===== src/hw/rtl/utf8_stream_decoder_macros.svh =====
// Assertion macros used by the decoder front end.
`ifndef UTF8_STREAM_DECODER_MACROS_SVH
`define UTF8_STREAM_DECODER_MACROS_SVH
`ifndef SYNTHESIS
`define U8SD_ASSERT(lbl, prop, msg) \
  lbl: assert property (@(posedge clk) disable iff (!rst_n) (prop)) else $error(msg);
`define U8SD_NEVER(lbl, cond, msg) \
  lbl: assert property (@(posedge clk) disable iff (!rst_n) !(cond)) else $error(msg);
`else
`define U8SD_ASSERT(lbl, prop, msg)
`define U8SD_NEVER(lbl, cond, msg)
`endif
`endif


===== src/hw/rtl/utf8sd_pkg.sv =====
// Types, constants and helper functions for the UTF-8 stream decoder.
package utf8sd_pkg;

  localparam int unsigned PEND_DEPTH = 5;
  localparam int unsigned MAX_BYTES  = 6;
  localparam int unsigned CP_W       = 31;
  localparam int unsigned Q_DEPTH    = 2;

  localparam logic [1:0] KIND_CODE    = 2'd0;
  localparam logic [1:0] KIND_CTRL    = 2'd1;
  localparam logic [1:0] KIND_UNKNOWN = 2'd2;

  localparam logic [30:0] CP_BOM      = 31'h0000FEFF;
  localparam logic [30:0] CP_SURR_LO  = 31'h0000D800;
  localparam logic [30:0] CP_SURR_HI  = 31'h0000DFFF;

  // One unit of work for the result side: a single result, or a burst of raw bytes.
  typedef struct packed {
    logic                  multi;
    logic [1:0]            kind;
    logic [CP_W-1:0]       value;
    logic [5:0][7:0]       bytes;
    logic [2:0]            cnt;
  } job_t;

  function automatic logic [2:0] seq_length(input logic [7:0] b);
    logic [2:0] len;
    len = 3'd0;
    if (b >= 8'hFE)      len = 3'd0;
    else if (b >= 8'hFC) len = 3'd6;
    else if (b >= 8'hF8) len = 3'd5;
    else if (b >= 8'hF0) len = 3'd4;
    else if (b >= 8'hE0) len = 3'd3;
    else if (b >= 8'hC0) len = 3'd2;
    return len;
  endfunction

  function automatic logic [7:0] lead_mask(input logic [2:0] len);
    logic [7:0] m;
    case (len)
      3'd2:    m = 8'h1F;
      3'd3:    m = 8'h0F;
      3'd4:    m = 8'h07;
      3'd5:    m = 8'h03;
      3'd6:    m = 8'h01;
      default: m = 8'h00;
    endcase
    return m;
  endfunction

  function automatic logic [CP_W-1:0] min_value(input logic [2:0] len);
    logic [CP_W-1:0] v;
    case (len)
      3'd2:    v = 31'h00000080;
      3'd3:    v = 31'h00000800;
      3'd4:    v = 31'h00010000;
      3'd5:    v = 31'h00200000;
      3'd6:    v = 31'h04000000;
      default: v = 31'h00000000;
    endcase
    return v;
  endfunction

endpackage


===== src/hw/rtl/utf8_stream_decoder.sv =====
// UTF-8 (1 to 6 byte form) stream decoder, top level.
// Takes one byte word per cycle while in_full is low and gives one result word
// per cycle while out_pop is high. A byte that completes or rejects a sequence
// is decoded in the same cycle it is taken; its results then sit in a two-entry
// job queue. A rejected sequence or interruption yields one unknown-byte word
// per held byte plus the current one (up to six), a flush one per held byte;
// the result port drains these one per cycle while popped, so in_full rises
// only when such bursts or a stalled result port back up the queue. Results
// pass the job queue, then the output register. No clearing pass after reset.
module utf8_stream_decoder (
  input  logic        clk,
  input  logic        rst_n,
  input  logic        in_push,
  output logic        in_full,
  input  logic [7:0]  in_data_byte,
  input  logic        in_flush,
  output logic        out_empty,
  input  logic        out_pop,
  output logic [1:0]  out_kind,
  output logic [30:0] out_value,
  output logic        out_last
);
  import utf8sd_pkg::*;

  job_t front_job;
  job_t head_job;
  logic front_push;
  logic q_full;
  logic head_valid;
  logic head_pop;

  assign in_full = q_full;

  utf8sd_front u_front (
    .clk          (clk),
    .rst_n        (rst_n),
    .in_push      (in_push),
    .in_data_byte (in_data_byte),
    .in_flush     (in_flush),
    .q_full       (q_full),
    .job_push     (front_push),
    .job          (front_job)
  );

  utf8sd_fifo u_fifo (
    .clk        (clk),
    .rst_n      (rst_n),
    .wr_en      (front_push),
    .wr_job     (front_job),
    .full       (q_full),
    .rd_en      (head_pop),
    .head_valid (head_valid),
    .head_job   (head_job)
  );

  utf8sd_back u_back (
    .clk        (clk),
    .rst_n      (rst_n),
    .head_valid (head_valid),
    .head_job   (head_job),
    .head_pop   (head_pop),
    .out_empty  (out_empty),
    .out_pop    (out_pop),
    .out_kind   (out_kind),
    .out_value  (out_value),
    .out_last   (out_last)
  );

endmodule


===== src/hw/rtl/utf8sd_front.sv =====
// Front end: accepts bytes, tracks open sequences and issues result jobs.
`include "utf8_stream_decoder_macros.svh"
module utf8sd_front (
  input  logic              clk,
  input  logic              rst_n,
  input  logic              in_push,
  input  logic [7:0]        in_data_byte,
  input  logic              in_flush,
  input  logic              q_full,
  output logic              job_push,
  output utf8sd_pkg::job_t  job
);
  import utf8sd_pkg::*;

  logic [7:0]      pend_r [PEND_DEPTH];
  logic [2:0]      cnt_r, cnt_nxt;
  logic [2:0]      need_r, need_nxt;
  logic [2:0]      len_r, len_nxt;
  logic            inseq_r, inseq_nxt;
  logic [CP_W-1:0] acc_r, acc_nxt;
  logic            pend_we;
  logic            accept;
  logic [7:0]      b;
  logic [2:0]      blen;
  logic [CP_W-1:0] cp;
  logic            bad_cp;
  logic [5:0][7:0] dump_bytes;

  assign accept = in_push && !q_full;
  assign b      = in_data_byte;
  assign blen   = seq_length(b);
  assign cp     = {acc_r[CP_W-7:0], b[5:0]};
  assign bad_cp = (cp < min_value(len_r)) || ((cp >= CP_SURR_LO) && (cp <= CP_SURR_HI));

  // held bytes first, the current byte right after them
  always_comb begin
    for (int i = 0; i < MAX_BYTES - 1; i++) begin
      dump_bytes[i] = (3'(i) < cnt_r) ? pend_r[i] : b;
    end
    dump_bytes[MAX_BYTES-1] = b;
  end

  always_comb begin
    cnt_nxt   = cnt_r;
    need_nxt  = need_r;
    len_nxt   = len_r;
    inseq_nxt = inseq_r;
    acc_nxt   = acc_r;
    pend_we   = 1'b0;
    job_push  = 1'b0;
    job.multi = 1'b0;
    job.kind  = KIND_UNKNOWN;
    job.value = {23'd0, b};
    job.bytes = dump_bytes;
    job.cnt   = cnt_r;
    if (accept) begin
      if (in_flush) begin
        job_push  = inseq_r;
        job.multi = 1'b1;
        cnt_nxt   = 3'd0;
        need_nxt  = 3'd0;
        inseq_nxt = 1'b0;
      end else if (!inseq_r) begin
        if (b < 8'h20 || b == 8'h7F) begin
          job_push = 1'b1;
          job.kind = KIND_CTRL;
        end else if (b < 8'h80) begin
          job_push = 1'b1;
          job.kind = KIND_CODE;
        end else if (blen == 3'd0) begin
          job_push = 1'b1;
        end else begin
          pend_we   = 1'b1;
          cnt_nxt   = 3'd1;
          need_nxt  = blen - 3'd1;
          len_nxt   = blen;
          inseq_nxt = 1'b1;
          acc_nxt   = {23'd0, b & lead_mask(blen)};
        end
      end else if (b[7:6] != 2'b10) begin
        job_push  = 1'b1;
        job.multi = 1'b1;
        job.cnt   = cnt_r + 3'd1;
        cnt_nxt   = 3'd0;
        need_nxt  = 3'd0;
        inseq_nxt = 1'b0;
      end else if (need_r > 3'd1) begin
        pend_we  = 1'b1;
        cnt_nxt  = cnt_r + 3'd1;
        need_nxt = need_r - 3'd1;
        acc_nxt  = cp;
      end else begin
        if (bad_cp) begin
          job_push  = 1'b1;
          job.multi = 1'b1;
          job.cnt   = cnt_r + 3'd1;
        end else if (cp != CP_BOM) begin
          job_push  = 1'b1;
          job.kind  = KIND_CODE;
          job.value = cp;
        end
        cnt_nxt   = 3'd0;
        need_nxt  = 3'd0;
        inseq_nxt = 1'b0;
      end
    end
  end

  always_ff @(posedge clk) begin
    if (!rst_n) begin
      cnt_r   <= 3'd0;
      need_r  <= 3'd0;
      inseq_r <= 1'b0;
    end else begin
      cnt_r   <= cnt_nxt;
      need_r  <= need_nxt;
      inseq_r <= inseq_nxt;
    end
  end

  always_ff @(posedge clk) begin
    len_r <= len_nxt;
    acc_r <= acc_nxt;
    if (pend_we) begin
      pend_r[cnt_r] <= b;
    end
  end

  `U8SD_NEVER(a_idle_clear, !inseq_r && (cnt_r != 3'd0 || need_r != 3'd0), "idle with held bytes")
  `U8SD_ASSERT(a_seq_span, inseq_r |-> (({1'b0, cnt_r} + {1'b0, need_r}) == {1'b0, len_r}), "sequence length mismatch")
  `U8SD_ASSERT(a_flush_idle, (accept && in_flush) |=> !inseq_r, "flush left a sequence open")

endmodule


===== src/hw/rtl/utf8sd_fifo.sv =====
// Two-entry job queue between front and back end.
module utf8sd_fifo (
  input  logic              clk,
  input  logic              rst_n,
  input  logic              wr_en,
  input  utf8sd_pkg::job_t  wr_job,
  output logic              full,
  input  logic              rd_en,
  output logic              head_valid,
  output utf8sd_pkg::job_t  head_job
);
  import utf8sd_pkg::*;

  job_t       mem_r [Q_DEPTH];
  logic       wr_ptr_r, wr_ptr_nxt;
  logic       rd_ptr_r, rd_ptr_nxt;
  logic [1:0] count_r, count_nxt;
  logic       do_wr, do_rd;

  assign full       = (count_r == 2'(Q_DEPTH));
  assign head_valid = (count_r != 2'd0);
  assign head_job   = mem_r[rd_ptr_r];
  assign do_wr      = wr_en && !full;
  assign do_rd      = rd_en && head_valid;

  always_comb begin
    wr_ptr_nxt = do_wr ? !wr_ptr_r : wr_ptr_r;
    rd_ptr_nxt = do_rd ? !rd_ptr_r : rd_ptr_r;
    count_nxt  = count_r + {1'b0, do_wr} - {1'b0, do_rd};
  end

  always_ff @(posedge clk) begin
    if (!rst_n) begin
      wr_ptr_r <= 1'b0;
      rd_ptr_r <= 1'b0;
      count_r  <= 2'd0;
    end else begin
      wr_ptr_r <= wr_ptr_nxt;
      rd_ptr_r <= rd_ptr_nxt;
      count_r  <= count_nxt;
    end
  end

  always_ff @(posedge clk) begin
    if (do_wr) begin
      mem_r[wr_ptr_r] <= wr_job;
    end
  end

endmodule


===== src/hw/rtl/utf8sd_back.sv =====
// Back end: expands jobs into result words behind an output register.
module utf8sd_back (
  input  logic                  clk,
  input  logic                  rst_n,
  input  logic                  head_valid,
  input  utf8sd_pkg::job_t      head_job,
  output logic                  head_pop,
  output logic                  out_empty,
  input  logic                  out_pop,
  output logic [1:0]            out_kind,
  output logic [30:0]           out_value,
  output logic                  out_last
);
  import utf8sd_pkg::*;

  logic            out_valid_r, out_valid_nxt;
  logic [1:0]      kind_r, kind_nxt;
  logic [CP_W-1:0] value_r, value_nxt;
  logic            last_r, last_nxt;
  logic [2:0]      idx_r, idx_nxt;
  logic            load;
  logic            burst_end;

  assign load      = head_valid && (!out_valid_r || out_pop);
  assign burst_end = (idx_r == head_job.cnt - 3'd1);

  always_comb begin
    kind_nxt  = kind_r;
    value_nxt = value_r;
    last_nxt  = last_r;
    idx_nxt   = idx_r;
    head_pop  = 1'b0;
    if (load) begin
      if (!head_job.multi) begin
        kind_nxt  = head_job.kind;
        value_nxt = head_job.value;
        last_nxt  = 1'b1;
        head_pop  = 1'b1;
      end else begin
        kind_nxt  = KIND_UNKNOWN;
        value_nxt = {23'd0, head_job.bytes[idx_r]};
        last_nxt  = burst_end;
        head_pop  = burst_end;
        idx_nxt   = burst_end ? 3'd0 : idx_r + 3'd1;
      end
    end
    out_valid_nxt = load ? 1'b1 : (out_pop ? 1'b0 : out_valid_r);
  end

  always_ff @(posedge clk) begin
    if (!rst_n) begin
      out_valid_r <= 1'b0;
      idx_r       <= 3'd0;
    end else begin
      out_valid_r <= out_valid_nxt;
      idx_r       <= idx_nxt;
    end
  end

  always_ff @(posedge clk) begin
    kind_r  <= kind_nxt;
    value_r <= value_nxt;
    last_r  <= last_nxt;
  end

  assign out_empty = !out_valid_r;
  assign out_kind  = kind_r;
  assign out_value = value_r;
  assign out_last  = last_r;

endmodule


===== config.mk =====
export PLATFORM = sky130hd
export DESIGN_NAME = utf8_stream_decoder
export DESIGN_NICKNAME = d
export VERILOG_FILES = /design/src/hw/rtl/utf8sd_pkg.sv /design/src/hw/rtl/utf8_stream_decoder.sv /design/src/hw/rtl/utf8sd_front.sv /design/src/hw/rtl/utf8sd_fifo.sv /design/src/hw/rtl/utf8sd_back.sv
export VERILOG_INCLUDE_DIRS = /design/src /design/src/hw/rtl
export SDC_FILE = /design/constraint.sdc
export NUM_CORES = 1
export LEC_CHECK = 0
export ABC_AREA = 0
export BUFFER_PORTS_ARGS = -buffer_cell sky130_fd_sc_hd__buf_2
export CORE_MARGIN = 3
export CORE_UTILIZATION = 40
export DETAILED_ROUTE_END_ITERATION = 16
export MAX_ROUTING_LAYER = met4
export PLACE_DENSITY = 0.67
export SETUP_SLACK_MARGIN = 0.15
export SLEW_MARGIN = 20
export SYNTH_ARGS = -nofsm -noshare
export SYNTH_HDL_FRONTEND = slang
export SYNTH_HIERARCHICAL = 1
export SYNTH_SLANG_ARGS = --single-unit

===== constraint.sdc =====
create_clock -name clk -period 6.9 [get_ports clk]
set_input_delay 0.69 -clock clk [delete_from_list [all_inputs] [get_ports clk]]
set_output_delay 0.69 -clock clk [all_outputs]
set_load 0.03 [all_outputs]

==> flow_metrics.tcl, run 1 <==
set metrics [dict create \
    yosysSeqAreaShare_pct 68.1 \
    dp_hpwl_um 14500 \
    hold_buffers 0 \
    cts_resized 0 \
    hold_depth 2 \
    synth_flop_cell "edfxtp_1" \
    routed_wirelength_um 23200 \
    place_congestion 0.886 \
    wl_per_cell_um 18.8 \
    clock_sinks 288 \
    synth_area_sq_um 12500 \
    skew_ps 20.4 \
    multi_input_area_sq_um 3650 \
    drv_cap 0 \
    synth_warnings 6 \
    whs_endpoint "u_back/idx_r[2]" \
    grt_pass1_wl_um 36300 \
    grt_max_degree 62 \
    slew_headroom_pct 27.7 \
    area_delta_synth_final_pct 11.6 \
    ant_nets 0 \
    path_clk_slew_ps 60 \
    cts.htree.levels 1 \
    fp.coreArea_sq_um 30700 \
    mostFrequentLayoutCell "edfxtp_1" \
    worstMarginPinSlew_ps 1080 \
    cp_data_required_time_ps 7080 \
    grt_pass1_vias 6322 \
    drtIter0Drc 475 \
    rsz0062_at_grt "false" \
    syn_inst 778 \
    critPathLaunchType "flop" \
    die_x_um 183 \
    drt_drc_violations_left 0 \
    worstHoldStart "u_back/idx_r[2]" \
    dieArea_sq_um 33300 \
    final.fill_count 2664 \
    status "finished clean" \
    start_util_pct 40.6 \
    hold_class "reg -> reg" \
    clock_latency_ps 550 \
    yosysUniqueCellTypes 67 \
    r2r-start "u_front/len_r[0]" \
    rr_endpoint "u_fifo/mem_r[1][29]" \
    cts_tree "done" \
    power_leakage_nw 4.69 \
    final.setup.tns_ps 0 \
    dpl-instance-area_sq_um 13000 \
    overflow 0 \
    worstSetupPathType "reg -> reg" \
    power_density_nw_per_um2 290 \
    vdd_drop_max_v 0.000181 \
    utilization_pct 45.4 \
    rows 64 \
    io_buffers 48 \
    numCtsBuffers 29 \
    die_height_um 183 \
    crit_chain "or3b_2 > ha_1 > a211o_1 > o31ai_1 > o21ai_1 > a31oi_4 > o21ai_0 > o211ai_1 > and3_4 > buf_4" \
    nets 849 \
    vias 6414 \
    fin_area_sq_um 13900 \
    ff2ff_path_depth 10 \
    arrival_ps 4180 \
    timing.final.crit_period_ps 4000 \
    setup_viol 0 \
    max_stage_delay_ps 630 \
    syn_nets 807 \
    maxSlewViolCount 0 \
    clock-root-buffer "clkbuf_16" \
    max_freq_ghz 0.250 \
    path_max_fanout 45 \
    ys_ff_latch 288 \
    drt_pass1_iterations 5 \
    cts_setup_buffers 0 \
    clockBufferDepth 3 \
    crit_slowest_cell "and3_4" \
    layout-drive-gt1-share_pct 26.2 \
    worst-r2r-setup-slack_ps 2900 \
    gr-usage-all-layers_pct 14.2 \
    ioPinCount 49 \
    avgSynthCellArea_sq_um 16.0 \
    antenna_found_initial 1 \
    cp-end-kind "flop" \
    drt-vias-per-instance 5.18 \
    synth_edf_count 272 \
    layout_common_cells "edfxtp_1 (272), mux2_2 (83), mux2_1 (50)" \
    ff_latch_area_sq_um 8490 \
    hold_violations 0 \
    period_share_pct 58.0 \
    synthArstFlopShare_pct 0 \
]
[cell type report]
cell class	count	area share [%]
diodes	1	0.0180
clock buffers	34	5.35
clock inverters	18	1.09
inverters	18	0.486
multi-input cells	427	26.2
flip-flops and latches	288	61.0
well taps	396	3.56
repair buffers	56	2.25
[how the worst max path moves through the flow]
stage,from,endpoint,cells after the start,slack (ps)
2_1_floorplan,u_front/len_r[0],u_fifo/mem_r[0][0],10,540
3_3_place_gp,u_front/len_r[0],u_fifo/mem_r[1][41],10,2920
3_5_place_dp,in_data_byte[7],u_front/pend_r[3][1],10,2820
4_1_cts,u_front/len_r[1],u_fifo/mem_r[1][50],10,2820
5_1_grt,u_front/len_r[1],u_fifo/mem_r[0][13],11,2620
6_report,u_front/len_r[0],u_fifo/mem_r[1][29],10,2900
[worst max-delay path: cells and delay by family (launching register included)]
| kind | cells | cell delay, ps |
|---|---|---|
| compound gates | 6 | 1120 |
| fa+ha+maj | 1 | 300 |
| buf+inv | 1 | 620 |
| simple gates | 2 | 1130 |
| flops | 1 | 420 |
[layer usage]
| metal | track usage, % | routed length [um] | vias up |
|---|---|---|---|
| met1 | 20.3 | 10900 | 3194 |
| met4 | 3.81 | 480 | 0 |
| met2 | 20.9 | 10500 | 164 |
| li1 | - | - | 3019 |
| met3 | 2.65 | 1360 | 37 |
| met5 | - | 0 | - |
[synth_stat cells, types with 11 or more instances]
library cell	n	area, sq um
dfxtp_1	16	320
and2_1	44	275
buf_4	16	120
nand2_1	21	78.8
nor2b_1	28	175
mux2_1	50	563
edfxtp_1	272	8170
inv_1	18	67.6
nor2_1	32	120
mux2_2	83	935
clkbuf_1	15	56.3
ha_1	16	200
nand3_1	11	55.1
a21oi_1	23	115
[flip-flops by register name, indices dropped and copies added (netlist names), 3 cells and up, named ones only]
| register | flops |
|---|---|
| u_fifo/mem_r | 170 |
| u_front/acc_r | 25 |
| u_front/pend_r | 40 |
| u_back/out_value | 31 |
| u_back/idx_r | 3 |
| u_front/len_r | 3 |
| u_front/cnt_r | 3 |
| u_front/need_r | 3 |
[cell families (layout without fill, tap and decap cells)]
group,after synthesis,count (layout),synth area share [%]
DFF,288,288,68.1
and+or+nand+nor,192,192,9.12
muxes,144,144,13.7
AOI/OAI and AO/OA,67,67,3.86
buffers and inverters,63,126,2.91
adders and majority gates,16,16,1.61
xor gates and xnor gates,8,8,0.672
other,0,1,0
[stage by stage]
stage	std cells	hold WS (ps)	power (mW)	worst slack, ps
6_report	1238	506	4.04	2900
5_1_grt	1238	497	4.21	2620
4_1_cts	1237	476	4.09	2820
3_5_place_dp	1185	499	2.60	2820
3_3_place_gp	1185	494	2.59	2920
2_1_floorplan	778	455	2.48	543
[power by group]
group	internal [mW]	total, mW	switching, mW	leakage [nW]
registers	2.05	2.08	0.0345	2.67
logic	0.166	0.474	0.307	1.59
clock network	0.845	1.48	0.635	0.428
Note: power is estimated with default switching activity, not from simulation.
==> run 2, diff against run 1 <==
--- a/config.mk
+++ b/config.mk
@@ -6,13 +6,13 @@
 export SDC_FILE = /design/constraint.sdc
 export NUM_CORES = 1
 export LEC_CHECK = 0
-export ABC_AREA = 0
+export ABC_AREA = 1
 export BUFFER_PORTS_ARGS = -buffer_cell sky130_fd_sc_hd__buf_2
 export CORE_MARGIN = 3
 export CORE_UTILIZATION = 40
 export DETAILED_ROUTE_END_ITERATION = 16
 export MAX_ROUTING_LAYER = met4
-export PLACE_DENSITY = 0.67
+export PLACE_DENSITY = 0.65
 export SETUP_SLACK_MARGIN = 0.15
 export SLEW_MARGIN = 20
 export SYNTH_ARGS = -nofsm -noshare
==> constraint.sdc (replaced) <==
create_clock -name clk -period 4 [get_ports clk]
set_input_delay 0.4 -clock clk [delete_from_list [all_inputs] [get_ports clk]]
set_output_delay 0.4 -clock clk [all_outputs]
set_load 0.03 [all_outputs]
==> run 2 against run 1 <==
Final cell count is 24% higher; core utilization increased by 1.1 points; global-route usage increased by 1.2 points; non-clock buffer count is 9 higher; critical path depth up 5; register-to-register slack got worse by 2000 ps; worst setup slack worse by 2000 ps; clock skew increased by 4.7 ps; clock power grew 100%; via count up 18%; critical path type unchanged.
==> flow_metrics.tcl, run 2 <==
set metrics [dict create \
    arrival_ps 3280 \
    dp_slack_ps 760 \
    antenna_found_initial 2 \
    timing.final.crit_period_ps 3110 \
    crit_chain "inv_1 > nand3_1 > ha_1 > a21oi_1 > nand2_1 > a21oi_1 > nand2_1 > nand2_1 > nand2_1 > nand2_1 > nand2_1 > a21oi_1 > nand2_1 > nor2_4 > buf_4" \
    layout-drive-gt1-share_pct 17.2 \
    syn_nets 1091 \
    clock_latency_ps 560 \
    hold_depth 1 \
    gr-usage-all-layers_pct 15.4 \
    routed_wirelength_um 25700 \
    nets 1139 \
    ys_ff_latch 288 \
    final.fill_count 2740 \
    dieArea_sq_um 34200 \
    drt_pass1_iterations 5 \
    grt_pass1_wl_um 40400 \
    synthAdderAreaFrac_pct 1.56 \
    hold_buffers 0 \
    area_delta_synth_final_pct 12.8 \
    worstSetupPathType "reg -> reg" \
    place_congestion 0.895 \
    setup_viol 0 \
    ioPinCount 49 \
    vdd_drop_max_v 0.000332 \
    clock-root-buffer "clkbuf_16" \
    dp_hpwl_um 16600 \
    synth_flop_cell "edfxtp_1" \
    start_util_pct 41.2 \
    synth_xor_xnor_area_share_pct 0.137 \
    yosysUniqueCellTypes 40 \
    yosys-top-cells-area "edfxtp_1 (64%), nand2_1 (5.8%), mux2_1 (4.4%)" \
    period_share_pct 77.7 \
    ff2ff_path_depth 15 \
    ff_latch_area_sq_um 8490 \
    slew_headroom_pct 40.2 \
    avgSynthCellArea_sq_um 12.1 \
    fin_hold_ws_ps 156 \
    synth-simple-area-share_pct 13.8 \
    status "finished clean" \
    multi_input_area_sq_um 3480 \
    yosysTopAreaCell "edfxtp_1" \
    synth_warnings 6 \
    yosysMostFrequentCell "edfxtp_1" \
    maxSlewViolCount 0 \
    cp-end-kind "flop" \
    cts.htree.levels 1 \
    die_x_um 185 \
    yosysSeqAreaShare_pct 66.3 \
    layout_common_cells "edfxtp_1 (272), nand2_1 (197), inv_1 (125)" \
    hold_violations 0 \
    final.setup.tns_ps 0 \
    synth_area_sq_um 12800 \
    synth.mux.area_fraction_pct 7.47 \
    dpl.cell_count 1475 \
    synth_edf_count 272 \
    crit_top_cell "nand2_1" \
    max_freq_ghz 0.322 \
    rows 64 \
    cts_resized 0 \
    critPathLaunchType "flop" \
    drt-vias-per-instance 4.95 \
    synthArstFlopShare_pct 0 \
    mostFrequentLayoutCell "edfxtp_1" \
    path_max_fanout 41 \
    vias 7577 \
    overflow 0 \
    cp_data_required_time_ps 4170 \
    worstMarginPinSlew_ps 897 \
    numCtsBuffers 29 \
    skew_ps 25.1 \
    power_leakage_nw 5.55 \
    finalWorstSetupSlack_ps 892 \
    hold_class "in -> reg" \
    layoutNonFillerInstCount 1530 \
    die_height_um 185 \
    crit_slowest_cell "buf_4" \
    power_density_nw_per_um2 506 \
    rsz0062_at_grt "false" \
    wl_per_cell_um 16.8 \
    grt_pass1_vias 7373 \
    clockBufferDepth 3 \
    synth_compound_area_share_pct 4.13 \
    syn_inst 1062 \
    drt_drc_violations_left 0 \
    grt_max_degree 67 \
    drtIter0Drc 606 \
    regMostFlops "u_fifo/mem_r" \
    cts_setup_buffers 0 \
    ant_nets 0 \
    synth_top_family_by_area "simple AND/OR/NAND/NOR gates" \
    io_buffers 48 \
    drv_cap 0 \
    synthTopCellsByCount "edfxtp_1 (272), nand2_1 (197), inv_1 (126)" \
    largest_reg_flops 170 \
    max_stage_delay_ps 520 \
    synth_top_area_share_pct 63.8 \
    clock_sinks 288 \
    fp.coreArea_sq_um 31100 \
    path_clk_slew_ps 60 \
    cts_tree "done" \
]
[run 2: worst max-delay path, delay by kind of cell, from the launching register on]
kind | cells | cell delay (ps)
buffers and inverters | 2 | 620
and+or+nand+nor | 9 | 820
AOI/OAI and AO/OA | 3 | 500
DFF | 1 | 450
adders and majority gates | 1 | 310
[run 2: final timing paths]
path / start / to / slack, ps
min: in_data_byte[7] / u_fifo/mem_r[0][50] / 160
max reg2reg: u_front/len_r[1] / u_fifo/mem_r[0][72] / 890
max: u_front/len_r[1] / u_fifo/mem_r[0][72] / 890
min reg2reg: u_fifo/rd_ptr_r / u_fifo/rd_ptr_r / 510
[run 2: through the flow]
step / utilization, % / instance area, sq um / power, mW
after floorplan: - / 12800 / 4.17
after global placement: 43.0 / 13400 / 4.38
after detailed placement: 43.0 / 13400 / 4.39
after CTS: 46.5 / 14400 / 7.39
after global routing: 46.5 / 14400 / 7.60
final: 46.5 / 14400 / 7.31
[run 2: per-layer routing]
metal  track usage (%)  share of wire, %
met1              21.4                46
met2              23.9                46
met3              2.42               5.9
met4              4.02               2.3
met5                 -                 0
[run 2: report_power, final]
group | total (mW) | switching (mW) | leakage (nW) | internal [mW]
logic | 0.785 | 0.561 | 2.33 | 0.224
clock network | 2.99 | 1.13 | 0.521 | 1.86
registers | 3.54 | 0.0464 | 2.69 | 3.49
[run 2: final cells by class]
cell class	count	area share [%]
Sequential cell	288	58.8
Multi-Input combinational cell	591	24.1
Clock buffer	33	5.13
Inverter	135	3.53
Tap cell	396	3.43
Timing Repair Buffer	65	2.72
Clock inverter	21	2.24
Antenna cell	1	0.0173
[run 2: cell families after synthesis]
family / count (synthesis)
compound gates: 97
flops: 288
mux: 85
fa+ha+maj: 16
xor+xnor: 2
simple gates: 391
buf+inv: 183
